**src/hdl/stsp_pkg.sv**
```systemverilog
// Shared types, constants and keyword matcher for the source token spacer.
`timescale 1ns / 1ps
`default_nettype none

package stsp_pkg;

  // Lookahead window: six bytes cover the longest keyword.
  localparam int LookaheadDepth = 6;
  localparam int MatchSpan      = 6;
  localparam int WinDepth       = (LookaheadDepth < MatchSpan) ? LookaheadDepth : MatchSpan;
  localparam int CntW           = $clog2(WinDepth + 1);
  localparam int IdxW           = $clog2(WinDepth);

  // Command queue between the front and the back.
  localparam int QueueDepth = 4;
  localparam int QPtrW      = $clog2(QueueDepth);

  // Byte codes with a special role.
  localparam logic [7:0] ChNewline = 8'd10;
  localparam logic [7:0] ChSpace   = 8'd32;
  localparam logic [7:0] ChSlash   = 8'h2f;

  typedef logic [WinDepth-1:0][7:0] win_t;

  // One output unit: an optional leading space, then len bytes of the window.
  typedef struct packed {
    logic            last;
    logic            sep;
    logic [CntW-1:0] len;
    win_t            bytes;
  } cmd_t;

  // All whitespace bytes other than the line end are treated alike.
  function automatic logic is_ws(logic [7:0] c);
    return (c == 8'd9) || (c == 8'd11) || (c == 8'd12) || (c == 8'd13) || (c == 8'd32);
  endfunction

  // Length of the longest keyword at the head of the window, zero if none.
  // Later checks are longer keywords and override earlier ones.
  function automatic logic [CntW-1:0] kw_len(win_t w, logic [CntW-1:0] n);
    logic [CntW-1:0] r;
    r = '0;
    if (n >= CntW'(1)) begin
      case (w[0])
        "=", "+", "-", "*", "/", "%", ">", "<", "!", ",", ";", "(", ")", "{", "}": begin
          r = CntW'(1);
        end
        default: begin
          r = '0;
        end
      endcase
    end
    if ((n >= CntW'(2)) && ((w[1:0] == {"&", "&"}) || (w[1:0] == {"|", "|"}))) begin
      r = CntW'(2);
    end
    if ((n >= CntW'(3)) && ((w[2:0] == {"r", "o", "f"}) || (w[2:0] == {"t", "n", "i"}))) begin
      r = CntW'(3);
    end
    if ((n >= CntW'(5)) && (w[4:0] == {">", ">", "n", "i", "c"})) begin
      r = CntW'(5);
    end
    if ((n >= CntW'(6)) && (w[5:0] == {"<", "<", "t", "u", "o", "c"})) begin
      r = CntW'(6);
    end
    return r;
  endfunction

endpackage

`default_nettype wire

```
**src/hdl/source_token_spacer.sv**
```systemverilog
// Top level of the source token spacer: front end, command queue and byte output stage.
// A byte that completes a window decision passes through the command queue and the output register.
// Input: one byte per cycle while the queue has room; a line end holds off input while the front
// end's unit makes the head decisions on the still-buffered bytes (up to five) and issues the newline.
// Output: one byte per cycle from the back end while the receiver is ready; a command gives up to seven bytes.
// Reset is asynchronous and active low; it clears all control state, window bytes are not reset.
`timescale 1ns / 1ps
`default_nettype none

module source_token_spacer (
  input  wire        clk_i,
  input  wire        rst_ni,
  input  wire        s_tvalid_i,
  output logic       s_tready_o,
  input  wire  [7:0] s_tdata_i,   // [7:0] in_char
  input  wire  [0:0] s_tuser_i,   // [0] end_of_stream
  output logic       m_tvalid_o,
  input  wire        m_tready_i,
  output logic [7:0] m_tdata_o,   // [7:0] out_char
  output logic       m_tlast_o
);
  import stsp_pkg::*;

  cmd_t push_cmd, head_cmd;
  logic push, full, pop, empty;

  // Front end: window and classification.
  stsp_front u_front (
    .clk_i      (clk_i),
    .rst_ni     (rst_ni),
    .in_valid_i (s_tvalid_i),
    .in_ready_o (s_tready_o),
    .in_char_i  (s_tdata_i),
    .in_eos_i   (s_tuser_i[0]),
    .push_o     (push),
    .cmd_o      (push_cmd),
    .full_i     (full)
  );

  // Command queue.
  stsp_fifo u_fifo (
    .clk_i   (clk_i),
    .rst_ni  (rst_ni),
    .push_i  (push),
    .data_i  (push_cmd),
    .full_o  (full),
    .pop_i   (pop),
    .head_o  (head_cmd),
    .empty_o (empty)
  );

  // Back end: byte serializer and output register.
  stsp_back u_back (
    .clk_i       (clk_i),
    .rst_ni      (rst_ni),
    .cmd_i       (head_cmd),
    .empty_i     (empty),
    .pop_o       (pop),
    .out_valid_o (m_tvalid_o),
    .out_ready_i (m_tready_i),
    .out_char_o  (m_tdata_o),
    .out_last_o  (m_tlast_o)
  );

endmodule

`default_nettype wire

```
**src/hdl/stsp_fifo.sv**
```systemverilog
// Short command queue that decouples the classifying front from the output back.
`timescale 1ns / 1ps
`default_nettype none

module stsp_fifo (
  input  wire                 clk_i,
  input  wire                 rst_ni,
  input  wire                 push_i,
  input  stsp_pkg::cmd_t      data_i,
  output logic                full_o,
  input  wire                 pop_i,
  output stsp_pkg::cmd_t      head_o,
  output logic                empty_o
);
  import stsp_pkg::*;

  cmd_t             mem_q [QueueDepth];
  logic [QPtrW-1:0] wr_ptr_q, wr_ptr_d;
  logic [QPtrW-1:0] rd_ptr_q, rd_ptr_d;
  logic [QPtrW:0]   count_q, count_d;
  logic             do_push, do_pop;

  assign full_o  = (count_q == (QPtrW + 1)'(QueueDepth));
  assign empty_o = (count_q == '0);
  assign do_push = push_i && !full_o;
  assign do_pop  = pop_i && !empty_o;
  assign head_o  = mem_q[rd_ptr_q];

  // Pointer and fill count update.
  always_comb begin
    wr_ptr_d = do_push ? wr_ptr_q + QPtrW'(1) : wr_ptr_q;
    rd_ptr_d = do_pop ? rd_ptr_q + QPtrW'(1) : rd_ptr_q;
    count_d  = count_q;
    if (do_push && !do_pop) begin
      count_d = count_q + (QPtrW + 1)'(1);
    end else if (do_pop && !do_push) begin
      count_d = count_q - (QPtrW + 1)'(1);
    end
  end

  always_ff @(posedge clk_i or negedge rst_ni) begin
    if (!rst_ni) begin
      wr_ptr_q <= '0;
      rd_ptr_q <= '0;
      count_q  <= '0;
    end else begin
      wr_ptr_q <= wr_ptr_d;
      rd_ptr_q <= rd_ptr_d;
      count_q  <= count_d;
    end
  end

  // Storage needs no reset.
  always_ff @(posedge clk_i) begin
    if (do_push) begin
      mem_q[wr_ptr_q] <= data_i;
    end
  end

endmodule

`default_nettype wire

```
**src/hdl/stsp_front.sv**
```systemverilog
// Front end: takes input bytes, runs the lookahead window and issues output commands.
`timescale 1ns / 1ps
`default_nettype none

module stsp_front (
  input  wire                 clk_i,
  input  wire                 rst_ni,
  input  wire                 in_valid_i,
  output logic                in_ready_o,
  input  wire  [7:0]          in_char_i,
  input  wire                 in_eos_i,
  output logic                push_o,
  output stsp_pkg::cmd_t      cmd_o,
  input  wire                 full_i
);
  import stsp_pkg::*;

  localparam logic StRun   = 1'b0;
  localparam logic StFlush = 1'b1;

  logic            state_q, state_d;
  win_t            win_q, win_d;
  logic [CntW-1:0] cnt_q, cnt_d;
  logic            pend_q, pend_d;
  logic            emit_q, emit_d;
  logic            code_q, code_d;
  logic            cmt_q, cmt_d;
  logic            nonempty_q, nonempty_d;

  // Head decision signals.
  win_t            hw;
  logic [CntW-1:0] hn;
  logic [CntW-1:0] h_len, h_drop;
  logic            h_comment, h_kw, h_ws, h_push;
  cmd_t            h_cmd, nl_cmd;
  win_t            hd_win;
  logic [CntW-1:0] hd_cnt;
  logic            hd_pend, hd_emit, hd_code, hd_cmt;
  logic            accept;

  assign in_ready_o = (state_q == StRun) && !full_i;
  assign accept     = in_valid_i && in_ready_o;

  // While running, the head sees the stored bytes plus the arriving one;
  // while flushing, it sees the stored bytes alone.
  always_comb begin
    hw = win_q;
    hn = cnt_q;
    if (state_q == StRun) begin
      hw[WinDepth-1] = in_char_i;
      hn             = CntW'(WinDepth);
    end
  end

  // Classification of the window head.
  assign h_comment = (hw[0] == ChSlash) && (hn >= CntW'(2)) && (hw[1] == ChSlash);
  assign h_len     = kw_len(hw, hn);
  assign h_kw      = (h_len != '0);
  assign h_ws      = is_ws(hw[0]);
  assign h_push    = !h_comment && (h_kw || !h_ws);
  assign h_drop    = h_kw ? h_len : CntW'(1);

  always_comb begin
    h_cmd.last  = (state_q == StRun);
    h_cmd.sep   = h_kw ? emit_q : (pend_q && emit_q);
    h_cmd.len   = h_drop;
    h_cmd.bytes = hw;

    nl_cmd          = '0;
    nl_cmd.last     = 1'b1;
    nl_cmd.len      = CntW'(1);
    nl_cmd.bytes[0] = ChNewline;
  end

  // State after the head is taken.
  always_comb begin
    hd_win  = win_t'(hw >> {h_drop, 3'b000});
    hd_cnt  = hn - h_drop;
    hd_pend = pend_q;
    hd_emit = emit_q;
    hd_code = code_q;
    hd_cmt  = cmt_q;
    if (h_comment) begin
      hd_win = hw;
      hd_cnt = '0;
      hd_cmt = 1'b1;
    end else if (h_kw) begin
      hd_pend = 1'b1;
      hd_emit = 1'b1;
      hd_code = 1'b1;
    end else if (h_ws) begin
      hd_pend = 1'b1;
    end else begin
      hd_pend = 1'b0;
      hd_emit = 1'b1;
      hd_code = 1'b1;
    end
  end

  // Sequencing of bytes and line ends.
  always_comb begin
    state_d    = state_q;
    win_d      = win_q;
    cnt_d      = cnt_q;
    pend_d     = pend_q;
    emit_d     = emit_q;
    code_d     = code_q;
    cmt_d      = cmt_q;
    nonempty_d = nonempty_q;
    push_o     = 1'b0;
    cmd_o      = h_cmd;

    case (state_q)
      StRun: begin
        if (accept) begin
          if (in_eos_i) begin
            if (nonempty_q) begin
              state_d = StFlush;
            end
          end else if (in_char_i == ChNewline) begin
            state_d = StFlush;
          end else begin
            nonempty_d = 1'b1;
            if (!cmt_q) begin
              if (cnt_q == CntW'(WinDepth - 1)) begin
                push_o = h_push;
                win_d  = hd_win;
                cnt_d  = hd_cnt;
                pend_d = hd_pend;
                emit_d = hd_emit;
                code_d = hd_code;
                cmt_d  = hd_cmt;
              end else begin
                win_d[cnt_q[IdxW-1:0]] = in_char_i;
                cnt_d                  = cnt_q + CntW'(1);
              end
            end
          end
        end
      end
      StFlush: begin
        if (!full_i) begin
          if ((cnt_q != '0) && !cmt_q) begin
            push_o = h_push;
            win_d  = hd_win;
            cnt_d  = hd_cnt;
            pend_d = hd_pend;
            emit_d = hd_emit;
            code_d = hd_code;
            cmt_d  = hd_cmt;
          end else begin
            push_o     = !(cmt_q && !code_q);
            cmd_o      = nl_cmd;
            cnt_d      = '0;
            pend_d     = 1'b0;
            emit_d     = 1'b0;
            code_d     = 1'b0;
            cmt_d      = 1'b0;
            nonempty_d = 1'b0;
            state_d    = StRun;
          end
        end
      end
      default: begin
        state_d = StRun;
      end
    endcase
  end

  always_ff @(posedge clk_i or negedge rst_ni) begin
    if (!rst_ni) begin
      state_q    <= StRun;
      cnt_q      <= '0;
      pend_q     <= 1'b0;
      emit_q     <= 1'b0;
      code_q     <= 1'b0;
      cmt_q      <= 1'b0;
      nonempty_q <= 1'b0;
    end else begin
      state_q    <= state_d;
      cnt_q      <= cnt_d;
      pend_q     <= pend_d;
      emit_q     <= emit_d;
      code_q     <= code_d;
      cmt_q      <= cmt_d;
      nonempty_q <= nonempty_d;
    end
  end

  // Window bytes are only read below the fill count.
  always_ff @(posedge clk_i) begin
    win_q <= win_d;
  end

  // The window never holds a full set of bytes between transactions.
  assert property (@(posedge clk_i) disable iff (!rst_ni) cnt_q < CntW'(WinDepth))
    else $error("lookahead count out of range");

  // Inside a comment nothing remains buffered.
  assert property (@(posedge clk_i) disable iff (!rst_ni) cmt_q |-> (cnt_q == '0))
    else $error("bytes buffered inside a comment");

  // No new byte is taken while a line is being finished.
  assert property (@(posedge clk_i) disable iff (!rst_ni) (state_q == StFlush) |-> !in_ready_o)
    else $error("input accepted during line flush");

  // Commands are only issued when the queue has room.
  assert property (@(posedge clk_i) disable iff (!rst_ni) push_o |-> !full_i)
    else $error("command issued into a full queue");

endmodule

`default_nettype wire

```
**src/hdl/stsp_back.sv**
```systemverilog
// Back end: expands queued commands into output bytes, one per cycle while the receiver is ready.
`timescale 1ns / 1ps
`default_nettype none

module stsp_back (
  input  wire                 clk_i,
  input  wire                 rst_ni,
  input  stsp_pkg::cmd_t      cmd_i,
  input  wire                 empty_i,
  output logic                pop_o,
  output logic                out_valid_o,
  input  wire                 out_ready_i,
  output logic [7:0]          out_char_o,
  output logic                out_last_o
);
  import stsp_pkg::*;

  logic            valid_q, valid_d;
  logic [7:0]      char_q, char_d;
  logic            last_q, last_d;
  logic [CntW-1:0] step_q, step_d;
  logic [CntW-1:0] eff;
  logic            slot_free, emit;

  assign slot_free   = !valid_q || out_ready_i;
  assign emit        = slot_free && !empty_i;
  // Step zero is the separator; skip it when the command has none.
  assign eff         = ((step_q == '0) && !cmd_i.sep) ? CntW'(1) : step_q;
  assign pop_o       = emit && (eff == cmd_i.len);
  assign out_valid_o = valid_q;
  assign out_char_o  = char_q;
  assign out_last_o  = last_q;

  // Output register load.
  always_comb begin
    valid_d = valid_q;
    char_d  = char_q;
    last_d  = last_q;
    step_d  = step_q;
    if (slot_free) begin
      valid_d = !empty_i;
    end
    if (emit) begin
      char_d = (eff == '0) ? ChSpace : cmd_i.bytes[IdxW'(eff - CntW'(1))];
      last_d = cmd_i.last && (eff == cmd_i.len);
      step_d = (eff == cmd_i.len) ? '0 : eff + CntW'(1);
    end
  end

  always_ff @(posedge clk_i or negedge rst_ni) begin
    if (!rst_ni) begin
      valid_q <= 1'b0;
      step_q  <= '0;
    end else begin
      valid_q <= valid_d;
      step_q  <= step_d;
    end
  end

  always_ff @(posedge clk_i) begin
    char_q <= char_d;
    last_q <= last_d;
  end

endmodule

`default_nettype wire

```
**config.mk**
```make
export PLATFORM = sky130hd
export DESIGN_NAME = source_token_spacer
export DESIGN_NICKNAME = d
export VERILOG_FILES = /design/src/hdl/stsp_pkg.sv /design/src/hdl/source_token_spacer.sv /design/src/hdl/stsp_fifo.sv /design/src/hdl/stsp_front.sv /design/src/hdl/stsp_back.sv
export SDC_FILE = /design/constraint.sdc
export NUM_CORES = 1
export LEC_CHECK = 0
export ABC_CLOCK_PERIOD_IN_PS = 5800
export BUFFER_PORTS_ARGS = -buffer_cell sky130_fd_sc_hd__clkbuf_2
export CELL_PAD_IN_SITES_DETAIL_PLACEMENT = 2
export CELL_PAD_IN_SITES_GLOBAL_PLACEMENT = 2
export CORE_ASPECT_RATIO = 0.9
export CORE_MARGIN = 2
export CORE_UTILIZATION = 25
export CTS_BUF_LIST = sky130_fd_sc_hd__clkbuf_8
export DETAILED_ROUTE_END_ITERATION = 8
export PLACE_DENSITY_LB_ADDON = 0.12
export REMOVE_ABC_BUFFERS = 1
export SYNTH_ARGS = -nofsm -noshare
export SYNTH_HDL_FRONTEND = slang
export SYNTH_SLANG_ARGS = --single-unit
```
**constraint.sdc**
```tcl
create_clock -name clk_i -period 5.8 [get_ports clk_i]
set_input_delay 0.87 -clock clk_i [delete_from_list [all_inputs] [get_ports clk_i]]
set_output_delay 0.87 -clock clk_i [all_outputs]
set_load 0.1 [all_outputs]
```
# After elaboration in Yosys (flattened, before gate mapping)
# Memory sizes are Yosys's and may differ from the RTL's.
# Index checks and enable logic that the tools add are counted.
dict set report classes {
  n_lt_le_gt_ge 8
  bitwise 1
  mux 105
  eq_ne 39
  shifts 1
  add_sub_neg 8
  reduce_logical 52
}
# cell count
set op_table {}
lappend op_table {{two-way mux 48 bit} 8}
lappend op_table {{two-way mux 53 bit} 3}
lappend op_table {{== test 8 x 6 -> 1 bit (second input constant)} 15}
lappend op_table {{one-hot mux 48 bit (2 select lines)} 1}
lappend op_table {{two-way mux 1 bit} 60}
lappend op_table {{two-way mux 3 bit} 19}
lappend op_table {{bitwise mux 48 bit} 1}
lappend op_table {{== test 24 x 23 -> 1 bit (second input constant)} 2}
lappend op_table {{== test 48 x 46 -> 1 bit (second input constant)} 1}
lappend op_table {{right shift 48 x 6 -> 48 bit} 1}
lappend op_table {{== test 40 x 38 -> 1 bit (second input constant)} 1}
lappend op_table {{== test 8 x 4 -> 1 bit (second input constant)} 5}
lappend op_table {{binary-select mux 8 bit (select 3 bit)} 1}
lappend op_table {{demux 8 bit (select 3 bit)} 1}
lappend op_table {{two-way mux 8 bit} 3}
lappend op_table {{logical AND 1 bit} 21}
lappend op_table {{== test 16 x 14 -> 1 bit (second input constant)} 1}
lappend op_table {{== test 16 x 15 -> 1 bit (second input constant)} 1}
lappend op_table {{== test 8 x 7 -> 1 bit (second input constant)} 2}
lappend op_table {{inequality test 2 bit (second input constant)} 8}
lappend op_table {{OR reduction 15 bit} 1}
lappend op_table {{one-hot mux 1 bit (2 select lines)} 7}
lappend op_table {{AND reduction 6 bit} 2}
lappend op_table {{zero test 1 bit} 11}
lappend op_table {{other kinds (18)} 38}
dict set report word_totals {
  ram_bits 212
  elab_cells 235
  mem_count 1
  regBits 77
  inputBits 13
}
# name depth word_bits rd rd_ports_with_merged_regs wr line_no
set memory_table {}
lappend memory_table {u_fifo.mem_q 4 53 1 0 1 stsp_fifo.sv:17} ;# cmd_t mem_q [QueueDepth];

# Longest topological paths before layout
dict set report depth {
  ltp_word 22
  mapped_depth 15
  mapped_depth_nobuf 13
}

# By module
# Synthesis repeated with hierarchy kept, for this count alone.
dict set report unflattened {
  cells_unflattened 992
  hier_area_um2 14004.7
}
# module cells_per_inst instances seq_area_each_um2 area_per_inst_um2
set modules_own_cells {}
lappend modules_own_cells {stsp_fifo 313 1 6541.3 8139.1}
lappend modules_own_cells {stsp_front 593 1 1666.6 4923.5}
lappend modules_own_cells {stsp_back 86 1 370.4 942.2}

# Least setup slack after synthesis
# OpenSTA, ideal clock, no wires.
dict set report synth_path {
  path_type {input to register}
  startpoint {input port s_tdata_i[3]}
  endpoint {memory u_fifo.mem_q[0][0] (netlist name) (enable)}
  arrival_ns 3.661
  n_path_buf 0
  required_time_ns 5.384
  setup_time_ns 0.416
  path_stages 7
  path_slack_ns 1.722
  cell_sequence {nor3b_1 and3_1 or3_1 nor2_1 a32oi_1 a211oi_1 and2_1}
}
dict set report synth_between {
  elab_chain_cells 16
}
# element line_no
set synth_rtl {}
lappend synth_rtl {{start, declared} source_token_spacer.sv:15} ;# input wire [7:0] s_tdata_i,
lappend synth_rtl {{two-way mux 8 bit} stsp_front.sv:49} ;# if (state_q == StRun) begin
lappend synth_rtl {{== test 48 x 46 -> 1 bit} stsp_pkg.sv:62} ;# if ((n >= CntW'(6)) && (w[5:0] == {"<", "<", "t", "u", "o", "c"})) begin
lappend synth_rtl {{logical AND 1 bit} stsp_pkg.sv:62}
lappend synth_rtl {{two-way mux 3 bit} stsp_pkg.sv:62}
lappend synth_rtl {{nonzero test 3 bit} stsp_front.sv:58} ;# assign h_kw = (h_len != '0);
lappend synth_rtl {{logical OR 1 bit} stsp_front.sv:60} ;# assign h_push = !h_comment && (h_kw || !h_ws);
lappend synth_rtl {{logical AND 1 bit} stsp_front.sv:60}
lappend synth_rtl {{two-way mux 1 bit} stsp_front.sv:125} ;# if (cnt_q == CntW'(WinDepth - 1)) begin
lappend synth_rtl {{two-way mux 1 bit} stsp_front.sv:124} ;# if (!cmt_q) begin
lappend synth_rtl {{two-way mux 1 bit} stsp_front.sv:120} ;# end else if (in_char_i == ChNewline) begin
lappend synth_rtl {{two-way mux 1 bit} stsp_front.sv:116} ;# if (in_eos_i) begin
lappend synth_rtl {{two-way mux 1 bit} stsp_front.sv:115} ;# if (accept) begin
lappend synth_rtl {{one-hot mux 1 bit (2 select lines) *} stsp_front.sv:113} ;# case (state_q)
lappend synth_rtl {{logical AND 1 bit *} stsp_fifo.sv:25} ;# assign do_push = push_i && !full_o;
lappend synth_rtl {{net u_fifo.do_push} stsp_fifo.sv:21} ;# logic do_push, do_pop;
lappend synth_rtl {{two-way mux 1 bit *} stsp_fifo.sv:55} ;# if (do_push) begin
lappend synth_rtl {{two-way mux 1 bit (not written as such) *} stsp_fifo.sv:56} ;# mem_q[wr_ptr_q] <= data_i;
lappend synth_rtl {{end, declared} stsp_fifo.sv:17}
# The timed path passes the listed nets; every way through them passes the cells marked *.

# Final worst setup path
dict set report layout_path {
  startpoint {register u_front.state_q}
  endpoint {register u_front.cnt_q[1]}
}
dict set report layout_between {
  elab_chain_cells 17
}
# element line_no
set layout_rtl {}
lappend layout_rtl {{start, declared} stsp_front.sv:21} ;# logic state_q, state_d;
lappend layout_rtl {{start signal, assigned} stsp_front.sv:172} ;# state_q <= StRun;
lappend layout_rtl {{start signal, assigned} stsp_front.sv:180} ;# state_q <= state_d;
lappend layout_rtl {{two-way mux 3 bit} stsp_front.sv:49}
lappend layout_rtl {{greater-or-equal comparator 3 x 1 -> 1 bit or greater-or-equal comparator 3 x 2 -> 1 bit (tied branches)} {stsp_pkg.sv:43, stsp_pkg.sv:53, stsp_front.sv:56}}
lappend layout_rtl {{two-way mux 3 bit or logical AND 1 bit (tied branches)} {stsp_pkg.sv:43, stsp_pkg.sv:53}}
lappend layout_rtl {{two-way mux 3 bit} stsp_pkg.sv:53} ;# if ((n >= CntW'(2)) && ((w[1:0] == {"&", "&"}) || (w[1:0] == {"|", "|"}))) begin
lappend layout_rtl {{two-way mux 3 bit} stsp_pkg.sv:56} ;# if ((n >= CntW'(3)) && ((w[2:0] == {"r", "o", "f"}) || (w[2:0] == {"t", "n", "i"}))) begin
lappend layout_rtl {{two-way mux 3 bit} stsp_pkg.sv:59} ;# if ((n >= CntW'(5)) && (w[4:0] == {">", ">", "n", "i", "c"})) begin
lappend layout_rtl {{two-way mux 3 bit} stsp_pkg.sv:62}
lappend layout_rtl {{nonzero test 3 bit} stsp_front.sv:58}
lappend layout_rtl {{two-way mux 3 bit} stsp_front.sv:61} ;# assign h_drop = h_kw ? h_len : CntW'(1);
lappend layout_rtl {{subtractor 3 bit} stsp_front.sv:78} ;# hd_cnt = hn - h_drop;
lappend layout_rtl {{two-way mux 3 bit} stsp_front.sv:83} ;# if (h_comment) begin
lappend layout_rtl {{two-way mux 3 bit} stsp_front.sv:125}
lappend layout_rtl {{two-way mux 3 bit} stsp_front.sv:124}
lappend layout_rtl {{two-way mux 3 bit} stsp_front.sv:120}
lappend layout_rtl {{two-way mux 3 bit} stsp_front.sv:116}
lappend layout_rtl {{two-way mux 3 bit} stsp_front.sv:115}
lappend layout_rtl {{one-hot mux 3 bit (2 select lines)} stsp_front.sv:113}
lappend layout_rtl {{end signal, assigned} stsp_front.sv:181} ;# cnt_q <= cnt_d;
lappend layout_rtl {{end, declared} stsp_front.sv:23} ;# logic [CntW-1:0] cnt_q, cnt_d;
# Several ways; a longest one is shown, not always the timed one. The select of a mux whose other input is x is not followed.
# A chain may end at the register's enable or synchronous reset.

==> flow_summary.ini <==
[yosys]
synth-seq-cells = 289
syn_area_per_cell_um2 = 14.2
synthCells = 965
ys_warn_count = 0
yosysTopAreaCell = edfxtp_1
synth_edf_count = 269
syn_area_um2 = 13700
yosysMostFrequentCell = edfxtp_1
ys.flop_type = edfxtp_1
synth_area_leaders = edfxtp_1 59%, mux4_2 8.7%, dfrtp_1 3.7%, nand2_1 2.2%, and2_1 1.9%
synth_async_sr_flop_share = 0.0692
synth_common_cells = 269 x edfxtp_1, 79 x nand2_1, 55 x nor2_1
synth_seq_area_share = 0.627
synth_cell_types = 90
synth_top_area_share = 0.590

[sta]
slew_viol_final = 0
hold_viol = 0
whs_ns = 0.231
tightest_slew_ns = 1.14
max-slew-margin-rel = 0.232
fmax_mhz = 242
min_period_ns = 4.13
rsz0062_at_grt = no
setup_violations = 0
post-route-period-util = 0.711
fin_skew_ns = 0.0266
setup_ws_ns = 1.67

[clock_network]
htreeDepth = 2
cts_tree = yes
clkTransAtPathRegs_ns = 0.06
numClockSinks = 289
cts_resized = 0
cts_max_path_buffers = 3
ctsHoldBuffers = 0
cts_setup_buffers = 0
cts_buffers = 54
clockRootBuffer = clkbuf_8
clk_latency_ns = 0.66

[cells_and_area]
n_fill_cell = 5710
fin_nets = 1052
drive_gt1_frac = 0.212
fin_util = 0.291
fin_cells = 1778
synthToLayoutAreaGrowth_pct = 15.1

[grt]
grt_use_total = 0.173
grt_max_degree = 54
grt_pass1_wl_um = 70500
grt_pass1_vias = 9611
globalRouteOverflowTotal = 0
antenna_found_initial = 5

[setup_path]
cp-start-kind = register
cp_max_fo = 23
r2r_cells = 13
required_ns = 6.36
criticalPathCategory = register to register
critPathCaptureType = register
r2r_slack_ns = 1.67
arrival_ns = 4.68

[detailed_routing]
vias = 8749
dr.pass1.iters = 5
antenna_left = 0
via_per_inst = 4.92
wl_per_cell_um = 27.1
drt-initial-drc-count = 548
wl_um = 48100
route.detailed.drc = 0

[floorplan]
die_y_um = 226
start_util = 0.252
die_w_um = 251
core-area_um2 = 54200
dieArea_um2 = 56600
io_pins = 24
fp-row-count = 81

[pwr]
pwr_density_cell_nw_per_um2 = 579
p_leak_nw = 5.29
power_mw = 9.12
ir_worst_vdd_mv = 0.155

[placement]
pre_cts_slack_ns = 1.49
portBuffers = 23
dp_cells = 1674
place_hpwl_um = 33500
gp_congestion = 0.788

[status]
outcome = finished, final reports clean

[hold_path]
hold_path_class = input port to asynchronous set/reset pin

[run]
max_cap_viol_count = 0
==> layout by cell type (no fill, tap or decap), types with 6 or more instances in the layout <==
master	count
edfxtp_1	269
nand2_1	79
clkbuf_8	60
nor2_1	55
mux4_2	53
a21oi_1	49
o21ai_0	44
inv_1	43
and2_1	37
nor3_1	32
buf_4	28
clkbuf_2	23
mux2i_1	22
a22oi_1	20
dfrtp_1	19
a221oi_1	16
ha_1	12
clkinv_2	10
a211oi_1	9
clkinv_1	8
or3_1	8
xnor2_1	8
o22ai_1	8
nand3_1	7
a31oi_1	7
nand2b_1	6
==> where the power goes <==
part	leakage (nW)	internal [mW]	total, mW	switching [mW]
combinational	1.96	1.20	3.57	2.37
clock	0.625	1.05	2.00	0.947
sequential	2.70	3.07	3.55	0.481
==> final timing paths <==
| path | from | to |
|---|---|---|
| max | u_front.state_q$_DFF_PN0_ | u_front.cnt_q[1]$_DFFE_PN0P_ |
| max in group asynchronous | rst_ni | u_fifo.rd_ptr_q[0]$_DFFE_PN0P_ |
| min | rst_ni | u_fifo.rd_ptr_q[1]$_DFFE_PN0P_ |
| min reg2reg | u_back.step_q[0]$_DFFE_PN0P_ | u_back.step_q[0]$_DFFE_PN0P_ |
| max reg2reg | u_front.state_q$_DFF_PN0_ | u_front.cnt_q[1]$_DFFE_PN0P_ |
| min in group clk_i | m_tready_i | u_back.out_valid_o$_DFFE_PN0N_ |
==> sequential cells by signal, summed over array words and instances, names as in the netlist <==
signal	flops
u_back.out_char_o	8
u_back.out_last_o	1
u_back.out_valid_o	1
u_back.step_q	3
u_fifo.count_q	3
u_fifo.mem_q	212
u_fifo.rd_ptr_q	2
u_fifo.wr_ptr_q	2
u_front.cmt_q	1
u_front.cnt_q	3
u_front.code_q	1
u_front.emit_q	1
u_front.h_cmd	40
u_front.nonempty_q	1
u_front.pend_q	1
u_front.state_q	1
u_front.win_q	8
==> layer usage <==
| metal | vias up | global-route usage | routed length, um |
|---|---|---|---|
| met5 | - | 0 | 0 |
| met4 | 0 | 0.0477 | 900 |
| met3 | 69 | 0.0244 | 1740 |
| met2 | 169 | 0.268 | 21400 |
| met1 | 4573 | 0.253 | 24100 |
| li1 | 3938 | - | - |
==> per-stage QoR <==
stage / instance area, um^2 / setup TNS, ns
floorplan: 13400 / -12.18
CTS: 15800 / 0
finish: 15800 / 0
global route: 15800 / 0
detailed placement: 14700 / 0
global placement: 14700 / 0
==> layout make-up <==
class	instances	area (um^2)	area share
well taps	705	882	0.0560
clock buffers	60	826	0.0524
diodes	2	5.00	0.000318
flip-flops and latches	289	8580	0.544
inverters	26	97.6	0.00619
repair buffers	52	345	0.0219
clock inverters	42	250	0.0159
multi-input cells	602	4770	0.303
==> logic make-up (layout without fill, tap and decap cells) <==
logic type | count (synthesis) | in the layout | synth area share
multiplexers | 79 | 79 | 0.107
flip-flops | 289 | 289 | 0.627
other | 0 | 2 | 0
XOR/XNOR | 12 | 12 | 0.00768
adder cells (fa/ha/maj) | 14 | 14 | 0.0139
AO/OA/AOI/OAI | 203 | 203 | 0.101
AND/OR/NAND/NOR | 294 | 294 | 0.117
buffers and inverters | 74 | 180 | 0.0266
==> worst max-delay path, stage by stage, from the launching register on <==
cell and delay, ns:
dfrtp_1 0.55, or3b_4 0.38, o22ai_1 0.09, a2111oi_0 0.87, a21oi_2 0.29, nand2_4 0.40, nor2_2 0.14, inv_1 0.08
ha_1 0.19, fa_1 0.39, nor3_1 0.20, a21oi_1 0.05, or3_1 0.30, o21ai_0 0.08
(Power assumes the default switching activity.)
